==> src/design/odq_pkg.sv <==
// odq_pkg: shared types, constants and the Bayer threshold table for the
// ordered-dither color quantizer. No dependencies.

package odq_pkg;

    localparam int STG_NUM   = 10;  // input stage, eight lane stages, output stage
    localparam int LANE_STG  = 8;
    localparam int DIV_STG   = 4;
    localparam int DIV_BITS  = 2;
    localparam int CH_NUM    = 3;

    localparam logic [1:0] CFG_QUANT_EN = 2'd0;
    localparam logic [1:0] CFG_LEVELS   = 2'd1;
    localparam logic [1:0] CFG_SCALE    = 2'd2;

    typedef struct packed {
        logic [7:0] red_in;
        logic [7:0] green_in;
        logic [7:0] blue_in;
        logic [7:0] alpha_in;
        logic [1:0] dither_col;
        logic [1:0] dither_row;
    } t_pix_in;

    typedef struct packed {
        logic [7:0] red_out;
        logic [7:0] green_out;
        logic [7:0] blue_out;
        logic [7:0] alpha_out;
    } t_pix_out;

    typedef struct packed {
        logic [LANE_STG-1:0] adv;
        logic [8:0]          lm1;
        logic [10:0]         dmag;
        logic                dneg;
    } t_lane_ctrl;

    typedef struct packed {
        logic quant_en;
        logic zero_out;
        logic adv;
    } t_merge_ctrl;

    function automatic logic [3:0] bayer_lookup(input logic [1:0] row, input logic [1:0] col);
        logic [3:0] v;
        case ({row, col})
            4'h0: v = 4'd0;
            4'h1: v = 4'd8;
            4'h2: v = 4'd2;
            4'h3: v = 4'd10;
            4'h4: v = 4'd12;
            4'h5: v = 4'd4;
            4'h6: v = 4'd14;
            4'h7: v = 4'd6;
            4'h8: v = 4'd3;
            4'h9: v = 4'd11;
            4'hA: v = 4'd1;
            4'hB: v = 4'd9;
            4'hC: v = 4'd15;
            4'hD: v = 4'd7;
            4'hE: v = 4'd13;
            4'hF: v = 4'd5;
            default: v = 4'd0;
        endcase
        return v;
    endfunction

endpackage

==> src/design/odq_lane.sv <==
// odq_lane: one color channel lane: dither add and clamp, quantize by 255,
// and re-expand through a pipelined restoring divider. Depends on odq_pkg.

module odq_lane import odq_pkg::*; (
    input  logic       i_clk,
    input  t_lane_ctrl i_ctrl,
    input  logic [7:0] i_value,
    output logic [7:0] o_quo,
    output logic [7:0] o_raw
);

    logic [7:0]  r_raw [LANE_STG];
    logic [17:0] r_x1;
    logic [17:0] r_x2;
    logic [8:0]  r_q0;
    logic [8:0]  r_q;
    logic [16:0] r_drem [DIV_STG+1];
    logic [7:0]  r_dquo [DIV_STG+1];

    logic [11:0] sum_up;
    logic        under;
    logic [7:0]  v;
    logic [17:0] n_x1;
    logic [25:0] y;
    logic [8:0]  n_q0;
    logic [16:0] p;
    logic [17:0] rem;
    logic [8:0]  n_q;
    logic [16:0] n_num;
    logic [16:0] n_drem [DIV_STG];
    logic [7:0]  n_dquo [DIV_STG];

    // dither add with clamp, then v * (levels - 1) + 127
    always_comb begin
        sum_up = 12'(i_value) + 12'(i_ctrl.dmag);
        under  = i_ctrl.dmag > 11'(i_value);
        if (i_ctrl.dneg) begin
            v = under ? 8'd0 : (i_value - i_ctrl.dmag[7:0]);
        end else begin
            v = (sum_up > 12'd255) ? 8'd255 : sum_up[7:0];
        end
        n_x1 = 18'(v) * 18'(i_ctrl.lm1) + 18'd127;
    end

    // divide by 255: estimate with x * 257 >> 16, then one correction
    always_comb begin
        y     = 26'(r_x1) + {r_x1, 8'b0};
        n_q0  = y[24:16];
        p     = {r_q0, 8'b0} - 17'(r_q0);
        rem   = r_x2 - 18'(p);
        n_q   = r_q0 + 9'(rem >= 18'd255);
        n_num = {r_q, 8'b0} - 17'(r_q) + 17'(i_ctrl.lm1[8:1]);
    end

    // restoring divide by levels - 1, two quotient bits per stage
    always_comb begin
        logic [16:0] drem;
        logic [7:0]  dquo;
        logic [16:0] dsh;
        logic        ge;
        for (int d = 0; d < DIV_STG; d++) begin
            drem = r_drem[d];
            dquo = r_dquo[d];
            for (int s = 0; s < DIV_BITS; s++) begin
                dsh  = 17'(i_ctrl.lm1) << (7 - DIV_BITS * d - s);
                ge   = drem >= dsh;
                drem = ge ? (drem - dsh) : drem;
                dquo = {dquo[6:0], ge};
            end
            n_drem[d] = drem;
            n_dquo[d] = dquo;
        end
    end

    always_ff @(posedge i_clk) begin
        if (i_ctrl.adv[0]) begin
            r_raw[0] <= i_value;
            r_x1     <= n_x1;
        end
        for (int k = 1; k < LANE_STG; k++) begin
            if (i_ctrl.adv[k]) begin
                r_raw[k] <= r_raw[k-1];
            end
        end
        if (i_ctrl.adv[1]) begin
            r_x2 <= r_x1;
            r_q0 <= n_q0;
        end
        if (i_ctrl.adv[2]) begin
            r_q <= n_q;
        end
        if (i_ctrl.adv[3]) begin
            r_drem[0] <= n_num;
            r_dquo[0] <= 8'd0;
        end
        for (int d = 0; d < DIV_STG; d++) begin
            if (i_ctrl.adv[4+d]) begin
                r_drem[d+1] <= n_drem[d];
                r_dquo[d+1] <= n_dquo[d];
            end
        end
    end

    assign o_quo = r_dquo[DIV_STG];
    assign o_raw = r_raw[LANE_STG-1];

endmodule

==> src/design/odq_merge.sv <==
// odq_merge: output register that joins the three lane results and alpha,
// selecting pass-through, forced zero or quantized color. Depends on odq_pkg.

module odq_merge import odq_pkg::*; (
    input  logic                    i_clk,
    input  t_merge_ctrl             i_ctrl,
    input  logic [CH_NUM-1:0][7:0]  i_quo,
    input  logic [CH_NUM-1:0][7:0]  i_raw,
    input  logic [7:0]              i_alpha,
    output t_pix_out                o_data
);

    logic [CH_NUM-1:0][7:0] chan;
    t_pix_out               r_out;

    always_comb begin
        for (int c = 0; c < CH_NUM; c++) begin
            if (!i_ctrl.quant_en) begin
                chan[c] = i_raw[c];
            end else if (i_ctrl.zero_out) begin
                chan[c] = 8'd0;
            end else begin
                chan[c] = i_quo[c];
            end
        end
    end

    always_ff @(posedge i_clk) begin
        if (i_ctrl.adv) begin
            r_out.red_out   <= chan[0];
            r_out.green_out <= chan[1];
            r_out.blue_out  <= chan[2];
            r_out.alpha_out <= i_alpha;
        end
    end

    assign o_data = r_out;

endmodule

==> src/design/ordered_dither_color_quantizer_core.sv <==
// Ordered-dither color quantizer, top level.
// A result is valid once it has passed the input, lane and output stages.
// Throughput: one pixel per cycle unless output stalls; a stage advances when
// empty or its successor moves; bubbles collapse, input enters while output holds.
// Reset (synchronous, active low) empties the pipeline and sets quantize off,
// 2 levels and a zero dither scale. Uses odq_pkg, odq_lane, odq_merge.

module ordered_dither_color_quantizer_core import odq_pkg::*; (
    input  logic        i_clk,
    input  logic        i_rst_n,
    input  logic        i_in_valid,
    output logic        o_in_ready,
    input  t_pix_in     i_in_data,
    output logic        o_out_valid,
    input  logic        i_out_ready,
    output t_pix_out    o_out_data,
    input  logic        i_cfg_wr_en,
    input  logic [1:0]  i_cfg_addr,
    input  logic [15:0] i_cfg_wdata
);

    logic                   r_quant_en;
    logic [8:0]             r_levels;
    logic [15:0]            r_scale;
    logic [STG_NUM-1:0]     r_vld;
    logic [STG_NUM-1:0]     stg_adv;
    logic [10:0]            r_dmag;
    logic                   r_dneg;
    logic [CH_NUM-1:0][7:0] r_chan;
    logic [7:0]             r_alpha [LANE_STG+1];

    logic [3:0]             bay;
    logic                   t_neg;
    logic [3:0]             t_mag;
    logic [19:0]            prod;
    t_lane_ctrl             lane_ctrl;
    t_merge_ctrl            merge_ctrl;
    logic [CH_NUM-1:0][7:0] lane_quo;
    logic [CH_NUM-1:0][7:0] lane_raw;

    always_ff @(posedge i_clk) begin
        if (!i_rst_n) begin
            r_quant_en <= 1'b0;
            r_levels   <= 9'd2;
            r_scale    <= 16'd0;
        end else if (i_cfg_wr_en) begin
            case (i_cfg_addr)
                CFG_QUANT_EN: r_quant_en <= i_cfg_wdata[0];
                CFG_LEVELS:   r_levels   <= i_cfg_wdata[8:0];
                CFG_SCALE:    r_scale    <= i_cfg_wdata;
                default: begin
                end
            endcase
        end
    end

    // per-stage advance: a stage moves when it is empty or its successor moves
    always_comb begin
        stg_adv[STG_NUM-1] = !r_vld[STG_NUM-1] || i_out_ready;
        for (int i = STG_NUM - 2; i >= 0; i--) begin
            stg_adv[i] = !r_vld[i] || stg_adv[i+1];
        end
    end

    always_ff @(posedge i_clk) begin
        if (!i_rst_n) begin
            r_vld <= '0;
        end else begin
            if (stg_adv[0]) begin
                r_vld[0] <= i_in_valid;
            end
            for (int i = 1; i < STG_NUM; i++) begin
                if (stg_adv[i]) begin
                    r_vld[i] <= r_vld[i-1];
                end
            end
        end
    end

    // shared dither offset: |bayer - 7| * scale >> 8, sign kept apart
    always_comb begin
        bay   = bayer_lookup(i_in_data.dither_row, i_in_data.dither_col);
        t_neg = bay < 4'd7;
        t_mag = t_neg ? (4'd7 - bay) : (bay - 4'd7);
        prod  = 20'(t_mag) * 20'(r_scale);
    end

    always_ff @(posedge i_clk) begin
        if (stg_adv[0]) begin
            r_dmag     <= prod[18:8];
            r_dneg     <= t_neg;
            r_chan[0]  <= i_in_data.red_in;
            r_chan[1]  <= i_in_data.green_in;
            r_chan[2]  <= i_in_data.blue_in;
            r_alpha[0] <= i_in_data.alpha_in;
        end
        for (int k = 1; k <= LANE_STG; k++) begin
            if (stg_adv[k]) begin
                r_alpha[k] <= r_alpha[k-1];
            end
        end
    end

    always_comb begin
        lane_ctrl.adv  = stg_adv[LANE_STG:1];
        lane_ctrl.lm1  = r_levels - 9'd1;
        lane_ctrl.dmag = r_dmag;
        lane_ctrl.dneg = r_dneg;
        merge_ctrl.quant_en = r_quant_en;
        merge_ctrl.zero_out = r_levels <= 9'd1;
        merge_ctrl.adv      = stg_adv[STG_NUM-1];
    end

    for (genvar g = 0; g < CH_NUM; g++) begin : g_lane
        odq_lane u_lane (
            .i_clk   (i_clk),
            .i_ctrl  (lane_ctrl),
            .i_value (r_chan[g]),
            .o_quo   (lane_quo[g]),
            .o_raw   (lane_raw[g])
        );
    end

    odq_merge u_merge (
        .i_clk   (i_clk),
        .i_ctrl  (merge_ctrl),
        .i_quo   (lane_quo),
        .i_raw   (lane_raw),
        .i_alpha (r_alpha[LANE_STG]),
        .o_data  (o_out_data)
    );

    assign o_out_valid = r_vld[STG_NUM-1];
    assign o_in_ready  = stg_adv[0];

`ifndef SYNTHESIS
    a_ready_when_out_free: assert property (@(posedge i_clk) disable iff (!i_rst_n)
        (!o_out_valid || i_out_ready) |-> o_in_ready)
        else $error("input stalled while output stage can move");

    a_stall_when_full: assert property (@(posedge i_clk) disable iff (!i_rst_n)
        ((&r_vld) && !i_out_ready) |-> !o_in_ready)
        else $error("input taken into a full stalled pipeline");

    a_zero_levels: assert property (@(posedge i_clk) disable iff (!i_rst_n)
        (o_out_valid && r_quant_en && (r_levels <= 9'd1)) |->
        (o_out_data.red_out == 8'd0 && o_out_data.green_out == 8'd0 &&
         o_out_data.blue_out == 8'd0))
        else $error("nonzero color with fewer than two levels");

    a_empty_after_reset: assert property (@(posedge i_clk)
        (i_rst_n && $past(!i_rst_n)) |-> !o_out_valid)
        else $error("output valid right after reset");
`endif

endmodule
==> config.mk <==
export PLATFORM = sky130hd
export DESIGN_NAME = ordered_dither_color_quantizer_core
export DESIGN_NICKNAME = d
export VERILOG_FILES = /design/src/design/odq_pkg.sv /design/src/design/odq_lane.sv /design/src/design/odq_merge.sv /design/src/design/ordered_dither_color_quantizer_core.sv
export SDC_FILE = /design/constraint.sdc
export NUM_CORES = 2
export LEC_CHECK = 0
export BUFFER_PORTS_ARGS = -buffer_cell sky130_fd_sc_hd__buf_2
export CORE_MARGIN = 8
export CORE_UTILIZATION = 55
export DETAILED_ROUTE_END_ITERATION = 8
export PLACE_DENSITY = 0.67
export SLEW_MARGIN = 20
export SYNTH_ARGS = -nofsm -noshare
export SYNTH_HDL_FRONTEND = slang
export SYNTH_SLANG_ARGS = --single-unit
==> constraint.sdc <==
create_clock -name i_clk -period 8.9 [get_ports i_clk]
set_clock_uncertainty 0.05 [all_clocks]
set_input_delay 0.89 -clock i_clk [delete_from_list [all_inputs] [get_ports i_clk]]
set_output_delay 0.89 -clock i_clk [all_outputs]
set_load 0.005 [all_outputs]
==> metrics.md <==
| Metric | Value |
|---|---|
| Share of layout cells above drive strength 1 | 0.0859 |
| Fin nets | 6175 |
| Setup TNS | 0 ps |
| Worst-path clk slew | 60 ps |
| Max-slew violation count | 0 |
| Combinational share of power | 0.587 |
| Synth area leaders | edfxtp_1, ha_1, fa_1, xnor2_1, inv_1 |
| WP data arrival | 8280 ps |
| Iter 0 DRT Violations | 2648 |
| Final hold vios | 0 |
| Seq pwr share | 0.264 |
| Post-synth top flop | edfxtp_1 |
| Number of antenna diodes | 0 |
| Distinct cells, synth | 100 |
| Port Buffers | 92 |
| Top Metal Used | met4 |
| Cell area after layout | 0.0611 mm^2 |
| Worst EP required | 9240 ps |
| Yosys warns | 0 |
| RSZ-0062 raised after global routing | no |
| Total number of vias | 39100 |
| Avg Inst Size Synth | 10.7 um^2 |
| DP HPWL | 96700 um |
| Minimum clock period | 7940 ps |
| F_max | 126 MHz |
| Vias in the first global route | 38600 |
| Max VDD drop | 0.236 mV |
| CTS Buffer Depth | 3 |
| Die Span Y | 335 um |
| Largest net degree at the start of global routing | 71 |
| Synth top area share | 0.407 |
| Sequential area share after synthesis | 0.420 |
| Int Power | 14600 uW |
| Cell count after synthesis | 5234 |
| Max cap viols | 0 |
| CTS tree | yes |
| Final Wtd Congestion | 0.917 |
| Clock Latency Late Sink | 670 ps |
| Area growth syn-to-layout | 9.42% |
| Post-CTS resize count | 0 |
| Slowest CP cell | nor2_1 |
| Crit path launch type | register |
| PwrDens | 402 mW/mm^2 |
| Final period util | 0.892 |
| Die area | 0.112 mm^2 |
| Layout fillers | 8358 |
| Routed len/inst | 18.8 um |
| Pre-CTS setup slack | 1060 ps |
| Critical Path Max Stage Delay | 660 ps |
| Cell taking the most area after synthesis | edfxtp_1 |
| Io pins | 93 |
| Drt drc | 0 |
| FP Rows | 117 |
| Metal1 wirelength | 56300 um |
| Worst Path Buf+Inv | 4 |
| Psw | 10000 uW |
| Num CTS Buffers | 87 |
| WL met2 | 61600 um |
| Starting density of the core | 0.552 |
| Util after Layout | 0.604 |
| Final WS setup | 963 ps |
| Die width | 335 um |
| Hold_buf cts | 0 |
| Critical path type | reg -> reg |
| Sw Ratio | 0.408 |
| Outcome | completed |
| Clk pwr share | 0.149 |
| CP most frequent cell | fa_1 |
| Slew Limit Headroom | 0.291 |
| Async SR Flop Fraction | 0 |
| Post-synth EDFFs | 758 |
| First-pass GRT wire length | 203000 um |
| Commonest non-fill, non-tap cell in the layout | edfxtp_1 |
| Area after DPL | 0.0582 mm^2 |
| CP Max Fanout | 9 |
| Total track usage | 0.224 |
| Most frequent cells in the layout | edfxtp_1, ha_1, inv_1, nor2_1, nand2_1 |
| Largest delay contributor family on the critical path | compound AO/OA/AOI/OAI gates |
| Worst slew pin tran | 1060 ps |
| #FFs+latches synth | 794 |
| Core area | 0.101 mm^2 |
| Root Driver | clkbuf_16 |
| Initial antenna violation count | 3 |
| Met3 wire len | 6280 um |
| Post-DRT Antenna Nets | 0 |
| Worst Setup End Kind | register |
| Via-to-Cell Ratio | 5.75 |
| Leak | 0.0261 uW |
| GR Overflow Total | 0 |
| Post-Syn Area | 0.0559 mm^2 |
| H-tree depth | 3 |
| # clock sinks | 794 |
| Final Routed Wirelength | 128000 um |
| Drt pass-1 iters | 7 |
| Finish-stage setup viols | 0 |
| Hold Path Class | reg -> reg |
| Mapped Nets | 6043 |
| Postcts setup bufs | 0 |
==> sequential cells by signal, summed over array words and instances (netlist names) <==
signal / flops
g_lane.u_lane.r_drem: 204
g_lane.u_lane.r_raw: 192
r_alpha: 72
g_lane.u_lane.r_dquo: 60
g_lane.u_lane.r_x1: 54
g_lane.u_lane.r_x2: 54
u_merge.o_data: 32
g_lane.u_lane.r_q0: 27
g_lane.u_lane.r_q: 27
r_chan: 24
r_scale: 16
r_dmag: 11
r_vld: 10
r_levels: 9
r_dneg: 1
r_quant_en: 1
==> Yosys cell counts (all sizes together), types with 45 or more instances <==
library cell    n
o21a           77
edfxtp        758
a21oi         269
o31ai          63
xor2          120
ha            546
a21boi         45
nand2b         74
nand2         356
nor2b         111
fa            204
clkbuf         95
nand4          45
nor2          412
inv           522
nand3          95
o21ai         243
xnor2         238
nor3          118
mux2           76
a21o           72
==> worst register-to-register path: stages (launching register included) <==
cell and delay (ps):
edfxtp_1 550, inv_1 440, fa_1 300, o21bai_1 80, a21oi_1 230, o21bai_1 90, a21oi_1 240, nor2_1 80
o31ai_1 540, o21ai_0 250, nor2_1 660, o32ai_1 260, fa_1 500, fa_1 510, inv_1 50, fa_1 480
fa_1 490, inv_1 40, ha_1 310, inv_1 60, o21a_1 180, nor3_1 360, a41o_1 290, o2111a_1 210
o21a_1 150, o21a_1 140, o311ai_0 120
==> logic make-up (layout without fill, tap and decap cells) <==
group	count (synthesis)	in the layout	synth area share
xor+xnor	358	358	0.0564
fa+ha+maj	751	751	0.195
mux	120	120	0.0237
simple gates	1468	1468	0.129
compound gates	1103	1103	0.132
flops	794	794	0.420
buf+inv	640	844	0.0437
==> power by group through the flow <==
stage | Combinational [uW] | Clock (uW) | Sequential (uW)
finish | 14400 | 3670 | 6500
global route | 16300 | 3890 | 6600
CTS | 14400 | 3750 | 6490
detailed placement | 14300 | 0 | 6570
global placement | 14000 | 0 | 6550
floorplan | 11800 | 0 | 6190
==> path summary, 6_finish.rpt <==
path,cells after the start,from,to,slack (ps)
worst max-delay path,26,r_dmag[1],g_lane[2].u_lane.r_x1[17],960
worst min-delay path,0,g_lane[0].u_lane.r_raw[0][10],g_lane[0].u_lane.r_raw[0][18],340
worst max register to register,26,r_dmag[1],g_lane[2].u_lane.r_x1[17],960
worst min register to register,0,g_lane[0].u_lane.r_raw[0][10],g_lane[0].u_lane.r_raw[0][18],340
==> cell type report <==
cell class	count	area (um^2)	area share
Clock buffer	106	2310	0.0378
Clock inverter	55	649	0.0106
Inverter	527	1990	0.0326
Multi-Input combinational cell	3800	30100	0.492
Sequential cell	794	23500	0.384
Tap cell	1368	1710	0.0280
Timing Repair Buffer	156	941	0.0154
==> through the flow <==
stage	hold slack, ps	power (uW)	cells
2_1_floorplan	350	18000	5234
3_3_place_gp	350	20500	6645
3_5_place_dp	355	20800	6645
4_1_cts	302	24700	6806
5_1_grt	323	26800	6806
6_report	335	24600	6806
==> per-layer routing <==
metal	global-route usage	up-vias
met5	0	-
met2	0.389	952
met4	0.0700	0
li1	-	19200
met1	0.293	18800
met3	0.0261	236
No activity file was read; power rests on OpenSTA's default activity.
